`src/rtl/crc16fr_pkg.sv`:
```
// Constants and CRC update function for the CRC-16 frame receiver.
package crc16fr_pkg;

  localparam int unsigned PAYLOAD_LEN = 12;
  localparam int unsigned POS_W = 4;
  localparam int unsigned IDX_W = $clog2(PAYLOAD_LEN);

  localparam logic [POS_W-1:0] POS_HUNT     = 4'd0;
  localparam logic [POS_W-1:0] POS_SECOND   = 4'd1;
  localparam logic [POS_W-1:0] POS_PAYLOAD  = 4'd2;
  localparam logic [POS_W-1:0] POS_CRC_LOW  = 4'd14;
  localparam logic [POS_W-1:0] POS_CRC_HIGH = 4'd15;

  localparam logic [15:0] CRC_START = 16'hFFFF;
  localparam logic [15:0] CRC_POLY  = 16'h8408;

  localparam logic [7:0] HEADER_FIRST_RESET  = 8'h55;
  localparam logic [7:0] HEADER_SECOND_RESET = 8'h00;

  localparam logic [0:0] REG_HEADER_FIRST  = 1'b0;
  localparam logic [0:0] REG_HEADER_SECOND = 1'b1;

  function automatic logic [15:0] crc_update(input logic [15:0] crc, input logic [7:0] b);
    logic [15:0] c;
    c = crc ^ {8'h00, b};
    for (int k = 0; k < 8; k++) begin
      if (c[0]) begin
        c = (c >> 1) ^ CRC_POLY;
      end else begin
        c = c >> 1;
      end
    end
    return c;
  endfunction

endpackage

```
`src/rtl/crc16_frame_receiver.sv`:
```
// CRC-16 checked frame receiver: header hunt, payload capture, CRC check, result register.
//
// Usage:
//   Input channel: rx_byte with in_valid / in_stall, one received byte per transaction.
//   Output channel: first_word, second_word, third_word, check_ok with out_valid / out_stall,
//   one transaction per complete 16-byte frame (two header bytes, 12 payload bytes,
//   little-endian CRC-16 over the first 14 bytes, reflected poly 0x8408, start 0xFFFF).
//   Configuration: cfg_write, cfg_index, cfg_data set the two header bytes; write only while idle.
// Throughput: one byte per cycle while in_stall is low; the CRC update for a byte is combinational
//   logic between the byte input and the running CRC register.
// Result: registered, valid in the cycle after the last CRC byte is accepted.
// Reset: hunt for the header, running CRC at 0xFFFF, header bytes 0x55 and 0x00, no result.
// Stall: a waiting result does not block bytes; in_stall rises only when the next byte
//   would close a frame while the previous result is still stalled.
module crc16_frame_receiver (
  input  logic        clk,
  input  logic        rst,
  input  logic        cfg_write,
  input  logic [0:0]  cfg_index,
  input  logic [7:0]  cfg_data,
  input  logic        in_valid,
  output logic        in_stall,
  input  logic [7:0]  rx_byte,
  output logic        out_valid,
  input  logic        out_stall,
  output logic [31:0] first_word,
  output logic [31:0] second_word,
  output logic [31:0] third_word,
  output logic        check_ok
);
  import crc16fr_pkg::*;

  logic [7:0]       header_first;
  logic [7:0]       header_second;
  logic [POS_W-1:0] byte_position;
  logic [POS_W-1:0] byte_position_next;
  logic [15:0]      running_crc;
  logic [15:0]      running_crc_next;
  logic [7:0]       payload_store [PAYLOAD_LEN];
  logic [7:0]       crc_low_byte;
  logic [15:0]      crc_in;
  logic [15:0]      crc_out;
  logic [POS_W-1:0] store_pos;
  logic             in_accept;
  logic             out_accept;
  logic             frame_done;
  logic             in_payload;

  assign in_stall   = out_valid && out_stall && (byte_position == POS_CRC_HIGH);
  assign in_accept  = in_valid && !in_stall;
  assign out_accept = out_valid && !out_stall;
  assign frame_done = in_accept && (byte_position == POS_CRC_HIGH);
  assign in_payload = (byte_position >= POS_PAYLOAD) && (byte_position < POS_CRC_LOW);
  assign store_pos  = byte_position - POS_PAYLOAD;

  assign crc_in  = (byte_position == POS_HUNT) ? CRC_START : running_crc;
  assign crc_out = crc_update(crc_in, rx_byte);

  always_comb begin
    byte_position_next = byte_position;
    running_crc_next   = running_crc;
    priority if (byte_position == POS_HUNT) begin
      if (rx_byte == header_first) begin
        byte_position_next = POS_SECOND;
        running_crc_next   = crc_out;
      end
    end else if (byte_position == POS_SECOND) begin
      if (rx_byte == header_second) begin
        byte_position_next = POS_PAYLOAD;
        running_crc_next   = crc_out;
      end else begin
        byte_position_next = POS_HUNT;
        running_crc_next   = CRC_START;
      end
    end else if (in_payload) begin
      byte_position_next = byte_position + 4'd1;
      running_crc_next   = crc_out;
    end else if (byte_position == POS_CRC_LOW) begin
      byte_position_next = POS_CRC_HIGH;
    end else begin
      byte_position_next = POS_HUNT;
      running_crc_next   = CRC_START;
    end
  end

  always_ff @(posedge clk) begin
    if (rst) begin
      header_first  <= HEADER_FIRST_RESET;
      header_second <= HEADER_SECOND_RESET;
    end else if (cfg_write) begin
      unique case (cfg_index)
        REG_HEADER_FIRST:  header_first  <= cfg_data;
        REG_HEADER_SECOND: header_second <= cfg_data;
        default:           header_first  <= header_first;
      endcase
    end
  end

  always_ff @(posedge clk) begin
    if (rst) begin
      byte_position <= POS_HUNT;
      running_crc   <= CRC_START;
    end else if (in_accept) begin
      byte_position <= byte_position_next;
      running_crc   <= running_crc_next;
    end
  end

  always_ff @(posedge clk) begin
    if (in_accept && in_payload) begin
      payload_store[store_pos[IDX_W-1:0]] <= rx_byte;
    end
    if (in_accept && (byte_position == POS_CRC_LOW)) begin
      crc_low_byte <= rx_byte;
    end
  end

  always_ff @(posedge clk) begin
    if (rst) begin
      out_valid <= 1'b0;
    end else if (frame_done) begin
      out_valid <= 1'b1;
    end else if (out_accept) begin
      out_valid <= 1'b0;
    end
  end

  always_ff @(posedge clk) begin
    if (frame_done) begin
      first_word  <= {payload_store[3], payload_store[2], payload_store[1], payload_store[0]};
      second_word <= {payload_store[7], payload_store[6], payload_store[5], payload_store[4]};
      third_word  <= {payload_store[11], payload_store[10], payload_store[9], payload_store[8]};
      check_ok    <= ({rx_byte, crc_low_byte} == running_crc);
    end
  end

  a_stall_only_at_frame_end: assert property (@(posedge clk) disable iff (rst)
    in_stall |-> (byte_position == POS_CRC_HIGH) && out_valid)
    else $error("input stalled away from frame end");

  a_result_after_frame: assert property (@(posedge clk) disable iff (rst)
    frame_done |=> out_valid && (byte_position == POS_HUNT) && (running_crc == CRC_START))
    else $error("frame end did not produce a result or restart the hunt");

  a_result_source: assert property (@(posedge clk) disable iff (rst)
    $rose(out_valid) |-> $past(byte_position) == POS_CRC_HIGH)
    else $error("result raised without a completed frame");

  a_bad_second_header: assert property (@(posedge clk) disable iff (rst)
    in_accept && (byte_position == POS_SECOND) && (rx_byte != header_second)
    |=> (byte_position == POS_HUNT) && (running_crc == CRC_START))
    else $error("wrong second header byte did not restart the hunt");

endmodule
```
`config.mk`:
```
export PLATFORM = sky130hd
export DESIGN_NAME = crc16_frame_receiver
export DESIGN_NICKNAME = d
export VERILOG_FILES = /design/src/rtl/crc16fr_pkg.sv /design/src/rtl/crc16_frame_receiver.sv
export SDC_FILE = /design/constraint.sdc
export NUM_CORES = 1
export LEC_CHECK = 0
export ABC_AREA = 0
export BUFFER_PORTS_ARGS = -buffer_cell sky130_fd_sc_hd__buf_2
export CAP_MARGIN = 0
export CORE_MARGIN = 10
export CORE_UTILIZATION = 51
export CTS_CLUSTER_SIZE = 10
export DETAILED_ROUTE_END_ITERATION = 7
export PLACE_DENSITY_LB_ADDON = 0.05
export SKIP_LAST_GASP = 1
export SLEW_MARGIN = 20
export SYNTH_ARGS = -nofsm -noshare
export SYNTH_HDL_FRONTEND = slang
export SYNTH_SLANG_ARGS = --single-unit
```
`constraint.sdc`:
```
create_clock -name clk -period 3.3 [get_ports clk]
set_input_delay 0.33 -clock clk [delete_from_list [all_inputs] [get_ports clk]]
set_output_delay 0.33 -clock clk [all_outputs]
set_load 0.05 [all_outputs]
```
==> impl_results.md, run 1 <==
* CTS H-tree lvls at 1
* Combinational family with the most area after synthesis: XOR/XNOR gates
* Worst path top cell family by delay: buffers and inverters
* Die area at 22720 um2
* Max Slew Vio Count at 0
* RSZ-0062 raised after global routing: false
* Reg power frac at 48.1%
* DR vias at 4526
* Final Power at 7307 uW
* Setup TNS at 0 ns
* Routed vias/inst at 5.051
* Slew margin rel. at 35.86%
* Crit. End Element: flop
* ANT nets after route at 0
* P per Cell Area at 706.8 nW/um2
* Worst Tran Pin Value at 0.9542 ns
* Clk sinks at 238
* Initial antenna violation count at 1
* Synth Area in Adders at 1.005%
* Detailed-placement wirelength estimate at 11860 um
* Initial Utilization at 52.36%
* R2R Path Start: byte_position[1]$_SDFFE_PP0P_
* Startpoint Class: flop
* Synth async-reset ratio at 0%
* Yosys warns at 0
* Worst VDD drop at 0.0004970 V
* WP buf/inv at 2
* Core box area at 16640 um2
* Final hold vios at 0
* Nets at 685
* Worst Reg-to-Reg Cells at 6
* Register-to-register setup slack at 0.74 ns
* Number of max-cap violations at 0
* Synth Area in XOR/XNOR at 7.609%
* Row count at 47
* Req. time, crit path at 3.55 ns
* Number of post-CTS setup repair buffers at 0
* CTS root buf: clkbuf_16
* Die Y at 150.7 um
* Final critical-path required period at 2.564 ns
* Mux contribution to synthesized area at 0%
* R2R Path End: third_word[30]$_DFFE_PP_
* Int Pwr at 5376 uW
* Die Wd at 150.7 um
* Final setup violation count at 0
* Clock share of power at 35.2%
* Post-synthesis sequential area ratio at 77.76%
* Ranking of synthesized cells by area: edfxtp_1 69%, dfxtp_1 8.5%, xnor2_1 5.0%
* CP startpoint: byte_position[1]$_SDFFE_PP0P_
* ANT cells at 0
* Post-layout util at 62.12%
* Port Buffer Count at 120
* Synthesized flop and latch total at 238
* GRT Overall Usage at 14.84%
* Cts repair resizes at 0
* Drt first-iter violations at 320
* CTS tree: done
* DRC Markers at 0
* Crit-path max FO at 28
* Area after DPL at 9580 um2
* Design Area, Final at 10340 um2
* Synth Area per Inst at 16.92 um2
* Total wire length at 17320 um
* Yosys top cell by area: edfxtp_1
* Hold path cells at 3
* Max Clk Rate at 0.3900 GHz
* Register clock-pin slew on the reported worst setup and hold paths at 0.05 ns
* Number of global-route vias before repair at 4589
* P_leak at 0.003679 uW
* Sw power at 1931 uW
* Prevailing post-synth register cell: edfxtp_1
* Post-synth EDFFs at 201
* GPL Wtd Cong at 0.8304
* Net Sw Frac at 26.43%
* Setup Crit Path Kind: reg2reg
* Compound-cell area share of the yosys netlist at 4.724%
* Slowest stage delay, CP at 0.54 ns
* Min-Delay Path Class: in2reg
* WP data arrival at 2.81 ns
* Layout area overhead at 18.64%
* Mapped Cells at 515
* Syn_nets at 544
* Drt first pass iters at 5
* Remaining global-route overflow at 0
* Cell variety after synth at 39
* Outcome: completed
* Post-route clock skew at 0.009698 ns
* Period utilization at 77.70%
* Simple-Gate Fraction of Synth Area at 6.188%
* Cts bufs inserted at 27
* HP Start: cfg_data[0]
* Clock Latency Late Sink at 0.51 ns
* Slowest cell on crit path: clkinvlp_4
* Comb power frac at 16.7%
* # hold bufs at CTS at 0
* Share of the synthesized area in the top cell type at 69.26%
* Critical-path cell list: ha_1 -> nand3_1 -> o21a_1 -> nand2b_1 -> clkinvlp_4 -> buf_4
* Clock Tree Buf Depth at 3
* Cell Area, Synth at 8715 um2
* Layout cells sized above 1 at 26.92%
* Ports at 121
* WL/cell at 19.33 um
* Global-route wire length before repair at 26080 um
* WHS Endpoint: header_first[0]$_SDFFE_PP1P_
* Largest net degree at the start of global routing at 38
==> flip-flops by register name, summed over array words and instances (netlist names), 4 cells and up <==
name           cells
header_second      8
byte_position      4
header_first       8
running_crc       16
payload_store     96
third_word        32
second_word       32
crc_low_byte       8
first_word        32
==> synth_stat cells (3+ instances only) <==
master,instances
xnor2_1,50
a32oi_1,16
nand4_1,9
a21oi_1,20
clkbuf_1,8
nand3b_1,4
nand2b_1,3
xor2_1,13
nand3_1,13
edfxtp_1,201
o21a_1,3
o211ai_1,3
a211oi_1,3
buf_6,8
and2_1,10
nor2_2,5
nor2_1,20
ha_1,7
dfxtp_1,37
buf_2,6
inv_1,21
nand2_1,30
==> layout by cell type, fill, tap and decap left out, drive strengths merged, types with 4 or more instances in the layout <==
cell / n
a32oi: 16
o21ai: 4
and2: 10
clkbuf: 49
nand3b: 4
dfxtp: 37
xnor2: 54
nand4: 9
nand3: 13
edfxtp: 201
nor2: 25
xor2: 13
a21oi: 20
nand2: 30
inv: 20
buf: 135
ha: 7
==> cell families after synthesis <==
group                    count (synthesis)
AO/OA/AOI/OAI                           54
XOR/XNOR                                68
AND/OR/NAND/NOR                        104
adder cells (fa/ha/maj)                  7
buffers and inverters                   44
flip-flops                             238
==> layout make-up <==
type | instances | area [um2]
sequential | 238 | 6777
fill | 1260 | 6304
multi-input combinational | 233 | 1708
clock buffer | 49 | 758.2
timing repair buffer | 135 | 738.2
tap | 220 | 275.3
inverter | 21 | 82.58
==> metal layers <==
layer / up-vias / part of all wire, % / wire length, um / track usage (%)
met5: - / 0.040 / 7 / 0
met4: 2 / 1.9 / 330 / 3.850
met3: 31 / 7.4 / 1280 / 4.322
met2: 116 / 49 / 8473 / 25.20
met1: 2200 / 42 / 7227 / 18.18
li1: 2177 / - / - / -
==> worst max path at each step <==
stage / to / depth (start not counted)
after global placement: first_word[29]$_DFFE_PP_ / 6
after CTS: third_word[24]$_DFFE_PP_ / 6
after detailed placement: third_word[30]$_DFFE_PP_ / 6
after global routing: third_word[20]$_DFFE_PP_ / 6
final: third_word[30]$_DFFE_PP_ / 6
after floorplan: check_ok$_DFFE_PP_ / 4
==> worst register-to-register path, cell delays in order, from the launching register on <==
cell	delay, ns
dfxtp_1	0.45
ha_1	0.26
nand3_1	0.16
o21a_1	0.30
nand2b_1	0.16
clkinvlp_4	0.55
buf_4	0.43
==> per-stage QoR <==
step | hold WS, ns | std cells | setup slack [ns]
finish | 0.06530 | 896 | 0.7358
global route | 0.07443 | 896 | 0.4974
CTS | 0.04741 | 896 | 0.6893
detailed placement | 0.4045 | 847 | 0.6986
global placement | 0.4008 | 847 | 0.7281
floorplan | 0.4003 | 515 | 0.2689
==> power by group through the flow <==
stage               clock network, uW  registers [uW]  logic (uW)
detailed placement                  0            3580        1210
CTS                              2620            3510        1220
global placement                    0            3570        1190
finish                           2570            3520        1220
floorplan                           0            3500        1060
global route                     2760            3530        1330
Power figures use the tool's default switching activity.
==> run 2: changes to the inputs <==
--- a/config.mk
+++ b/config.mk
@@ -9,7 +9,7 @@
 export BUFFER_PORTS_ARGS = -buffer_cell sky130_fd_sc_hd__buf_2
 export CAP_MARGIN = 0
 export CORE_MARGIN = 10
-export CORE_UTILIZATION = 51
+export CORE_UTILIZATION = 57
 export CTS_CLUSTER_SIZE = 10
 export DETAILED_ROUTE_END_ITERATION = 7
 export PLACE_DENSITY_LB_ADDON = 0.05
==> constraint.sdc (replaced) <==
create_clock -name clk -period 2.5 [get_ports clk]
set_input_delay 0.25 -clock clk [delete_from_list [all_inputs] [get_ports clk]]
set_output_delay 0.25 -clock clk [all_outputs]
set_load 0.05 [all_outputs]
==> impl_results.md, run 2 (synthesis results as in run 1) <==
* Clock Tree Buf Depth at 3 (unchanged)
* Detailed-placement wirelength estimate at 11960 um (was 11860 um)
* Ports at 121 (unchanged)
* Number of max-cap violations at 0 (unchanged)
* DP Cell Count at 823 (was 847)
* Layout area overhead at 20.43% (was 18.64%)
* Startpoint Class: flop (unchanged)
* Commonest cells after routing, fill and taps aside: 201 x edfxtp_1, 120 x buf_2, 50 x xnor2_1 (unchanged)
* Initial antenna violation count at 0 (was 1)
* Comb power frac at 17.9% (was 16.7%)
* Clock share of power at 34.8% (was 35.2%)
* WL/cell at 19.74 um (was 19.33 um)
* ANT nets after route at 0 (unchanged)
* Number of post-CTS setup repair buffers at 0 (unchanged)
* Final critical-path required period at 2.227 ns (was 2.564 ns)
* Cts bufs inserted at 27 (unchanged)
* Max Slew Vio Count at 0 (unchanged)
* Min-Delay Path Class: in2reg (unchanged)
* Final hold vios at 0 (unchanged)
* Most common cell after layout, fill and taps aside: edfxtp_1 (unchanged)
* Drt first pass iters at 5 (unchanged)
* Worst path top cell family by delay: simple AND/OR/NAND/NOR gates (was buffers and inverters)
* Finished Layout Cells at 878 (was 896)
* Int Pwr at 7214 uW (was 5376 uW)
* P_leak at 0.003769 uW (was 0.003679 uW)
* Number of flip-flops in the largest register at 96 (unchanged)
* Row count at 45 (was 47)
* # fillers at 1019 (was 1260)
* Sw power at 2576 uW (was 1931 uW)
* WP data arrival at 2.40 ns (was 2.81 ns)
* Final setup violation count at 0 (unchanged)
* Die Y at 143.6 um (was 150.7 um)
* Slew margin rel. at 67.46% (was 35.86%)
* DR vias at 4655 (was 4526)
* Final Power at 9790 uW (was 7307 uW)
* Layout cells sized above 1 at 28.99% (was 26.92%)
* RSZ-0062 raised after global routing: false (unchanged)
* WP buf/inv at 1 (was 2)
* CTS H-tree lvls at 1 (unchanged)
* CTS root buf: clkbuf_16 (unchanged)
* DRC Markers at 0 (unchanged)
* Slowest cell on crit path: and2_1 (was clkinvlp_4)
* Clock Latency Late Sink at 0.50 ns (was 0.51 ns)
* Register-to-register setup slack at 0.27 ns (was 0.74 ns)
* Crit. End Element: flop (unchanged)
* Post-route clock skew at 0.005972 ns (was 0.009698 ns)
* CTS tree: done (unchanged)
* Setup Crit Path Kind: reg2reg (unchanged)
* Critical-path cell list: inv_1 -> ha_1 -> nand2b_1 -> a31oi_4 -> nand2_1 -> nor3_1 -> and2_1 (was ha_1 -> nand3_1 -> o21a_1 -> nand2b_1 -> clkinvlp_4 -> buf_4)
* Slowest stage delay, CP at 0.41 ns (was 0.54 ns)
* Remaining global-route overflow at 0 (unchanged)
* Number of global-route vias before repair at 4656 (was 4589)
* Worst Tran Pin Value at 0.4870 ns (was 0.9542 ns)
* Req. time, crit path at 2.67 ns (was 3.55 ns)
* GRT Overall Usage at 16.78% (was 14.84%)
* GPL Wtd Cong at 0.8229 (was 0.8304)
* P per Cell Area at 932.8 nW/um2 (was 706.8 nW/um2)
* Net Sw Frac at 26.31% (was 26.43%)
* Place WS at 0.1576 ns (was 0.6986 ns)
* Core box area at 15090 um2 (was 16640 um2)
* Global-route wire length before repair at 26810 um (was 26080 um)
* Drt first-iter violations at 248 (was 320)
* Largest net degree at the start of global routing at 41 (was 38)
* Clk sinks at 238 (unchanged)
* Die area at 20630 um2 (was 22720 um2)
* Period utilization at 89.06% (was 77.70%)
* Initial Utilization at 57.75% (was 52.36%)
* Hold_ws at 0.01649 ns (was 0.06530 ns)
* Outcome: completed (unchanged)
* Nets at 699 (was 685)
* Die Wd at 143.6 um (was 150.7 um)
* Max Clk Rate at 0.4491 GHz (was 0.3900 GHz)
* Post-route setup slack at 0.2735 ns (was 0.7358 ns)
* Reg power frac at 47.3% (was 48.1%)
* Worst VDD drop at 0.0007028 V (was 0.0004970 V)
* Total wire length at 17340 um (was 17320 um)
* Routed vias/inst at 5.302 (was 5.051)
* ANT cells at 0 (unchanged)
* Port Buffer Count at 120 (unchanged)
* Crit-path max FO at 8 (was 28)
* Register clock-pin slew on the reported worst setup and hold paths at 0.06 ns (was 0.05 ns)
-- run 2: cell types whose count changed in the layout (fill, tap and decap cells not counted), moves of 3 or more --
cell and change:
buf_4 +7, dfxtp_4 +3, dlygate4sd3_1 +6, dfxtp_1 -4
-- run 2: repair_timing --
item / in CTS / in global routing
setup endpoints to repair: 0 / 16
hold buffers: 6 / 0
hold endpoints to repair: 6 / 0
gates resized for setup: 0 / 2
-- run 2: worst register-to-register path, delay by kind of cell (launching register included) --
family                   cells  cell delay, ns
AND/OR/NAND/NOR              4            1.03
flip-flops                   1            0.34
AO/OA/AOI/OAI                1            0.29
adder cells (fa/ha/maj)      1            0.14
buffers and inverters        1            0.09
-- run 2: area by class of cell --
class	count	area (um2)	area share, %
flip-flops and latches	238	6789	64.69
well taps	188	235.2	2.241
repair buffers	149	870.8	8.298
multi-input cells	233	1749	16.67
inverters	21	82.58	0.7868
clock buffers	49	768.2	7.320
-- run 2: metrics by stage --
step | setup TNS, ns | utilization, % | cell area, um2
finish | 0 | 69.55 | 10500
global route | 0 | 69.55 | 10500
CTS | 0 | 69.54 | 10490
detailed placement | 0 | 64.05 | 9664
global placement | 0 | 64.05 | 9664
floorplan | -20.42 | - | 8770
-- run 2: worst paths after layout --
| check | startpoint | cells after the start | to |
|---|---|---|---|
| hold / removal | cfg_data[3] | 3 | header_first[3]$_SDFFE_PP0P_ |
| setup / recovery | byte_position[2]$_SDFFE_PP0P_ | 7 | payload_store[4][7]$_DFFE_PP_ |
| hold reg to reg | payload_store[7][7]$_DFFE_PP_ | 0 | second_word[31]$_DFFE_PP_ |
| setup reg to reg | byte_position[2]$_SDFFE_PP0P_ | 7 | payload_store[4][7]$_DFFE_PP_ |
-- run 2: layer usage --
layer | part of all wire, % | up-vias | global-route usage [%] | wire, um
li1 | - | 2201 | - | -
met1 | 41 | 2283 | 21.59 | 7139
met2 | 50 | 143 | 28.60 | 8642
met3 | 7.1 | 28 | 2.871 | 1234
met4 | 1.8 | 0 | 4.944 | 318
met5 | 0 | - | 0 | 0
-- run 2: power by group through the flow --
stage	Sequential, uW	Clock [uW]	Combinational [uW]
after detailed placement	4720	0	1750
final	4640	3410	1750
after CTS	4630	3480	1760
after global placement	4710	0	1730
after floorplan	4630	0	1410
after global routing	4660	3660	1930
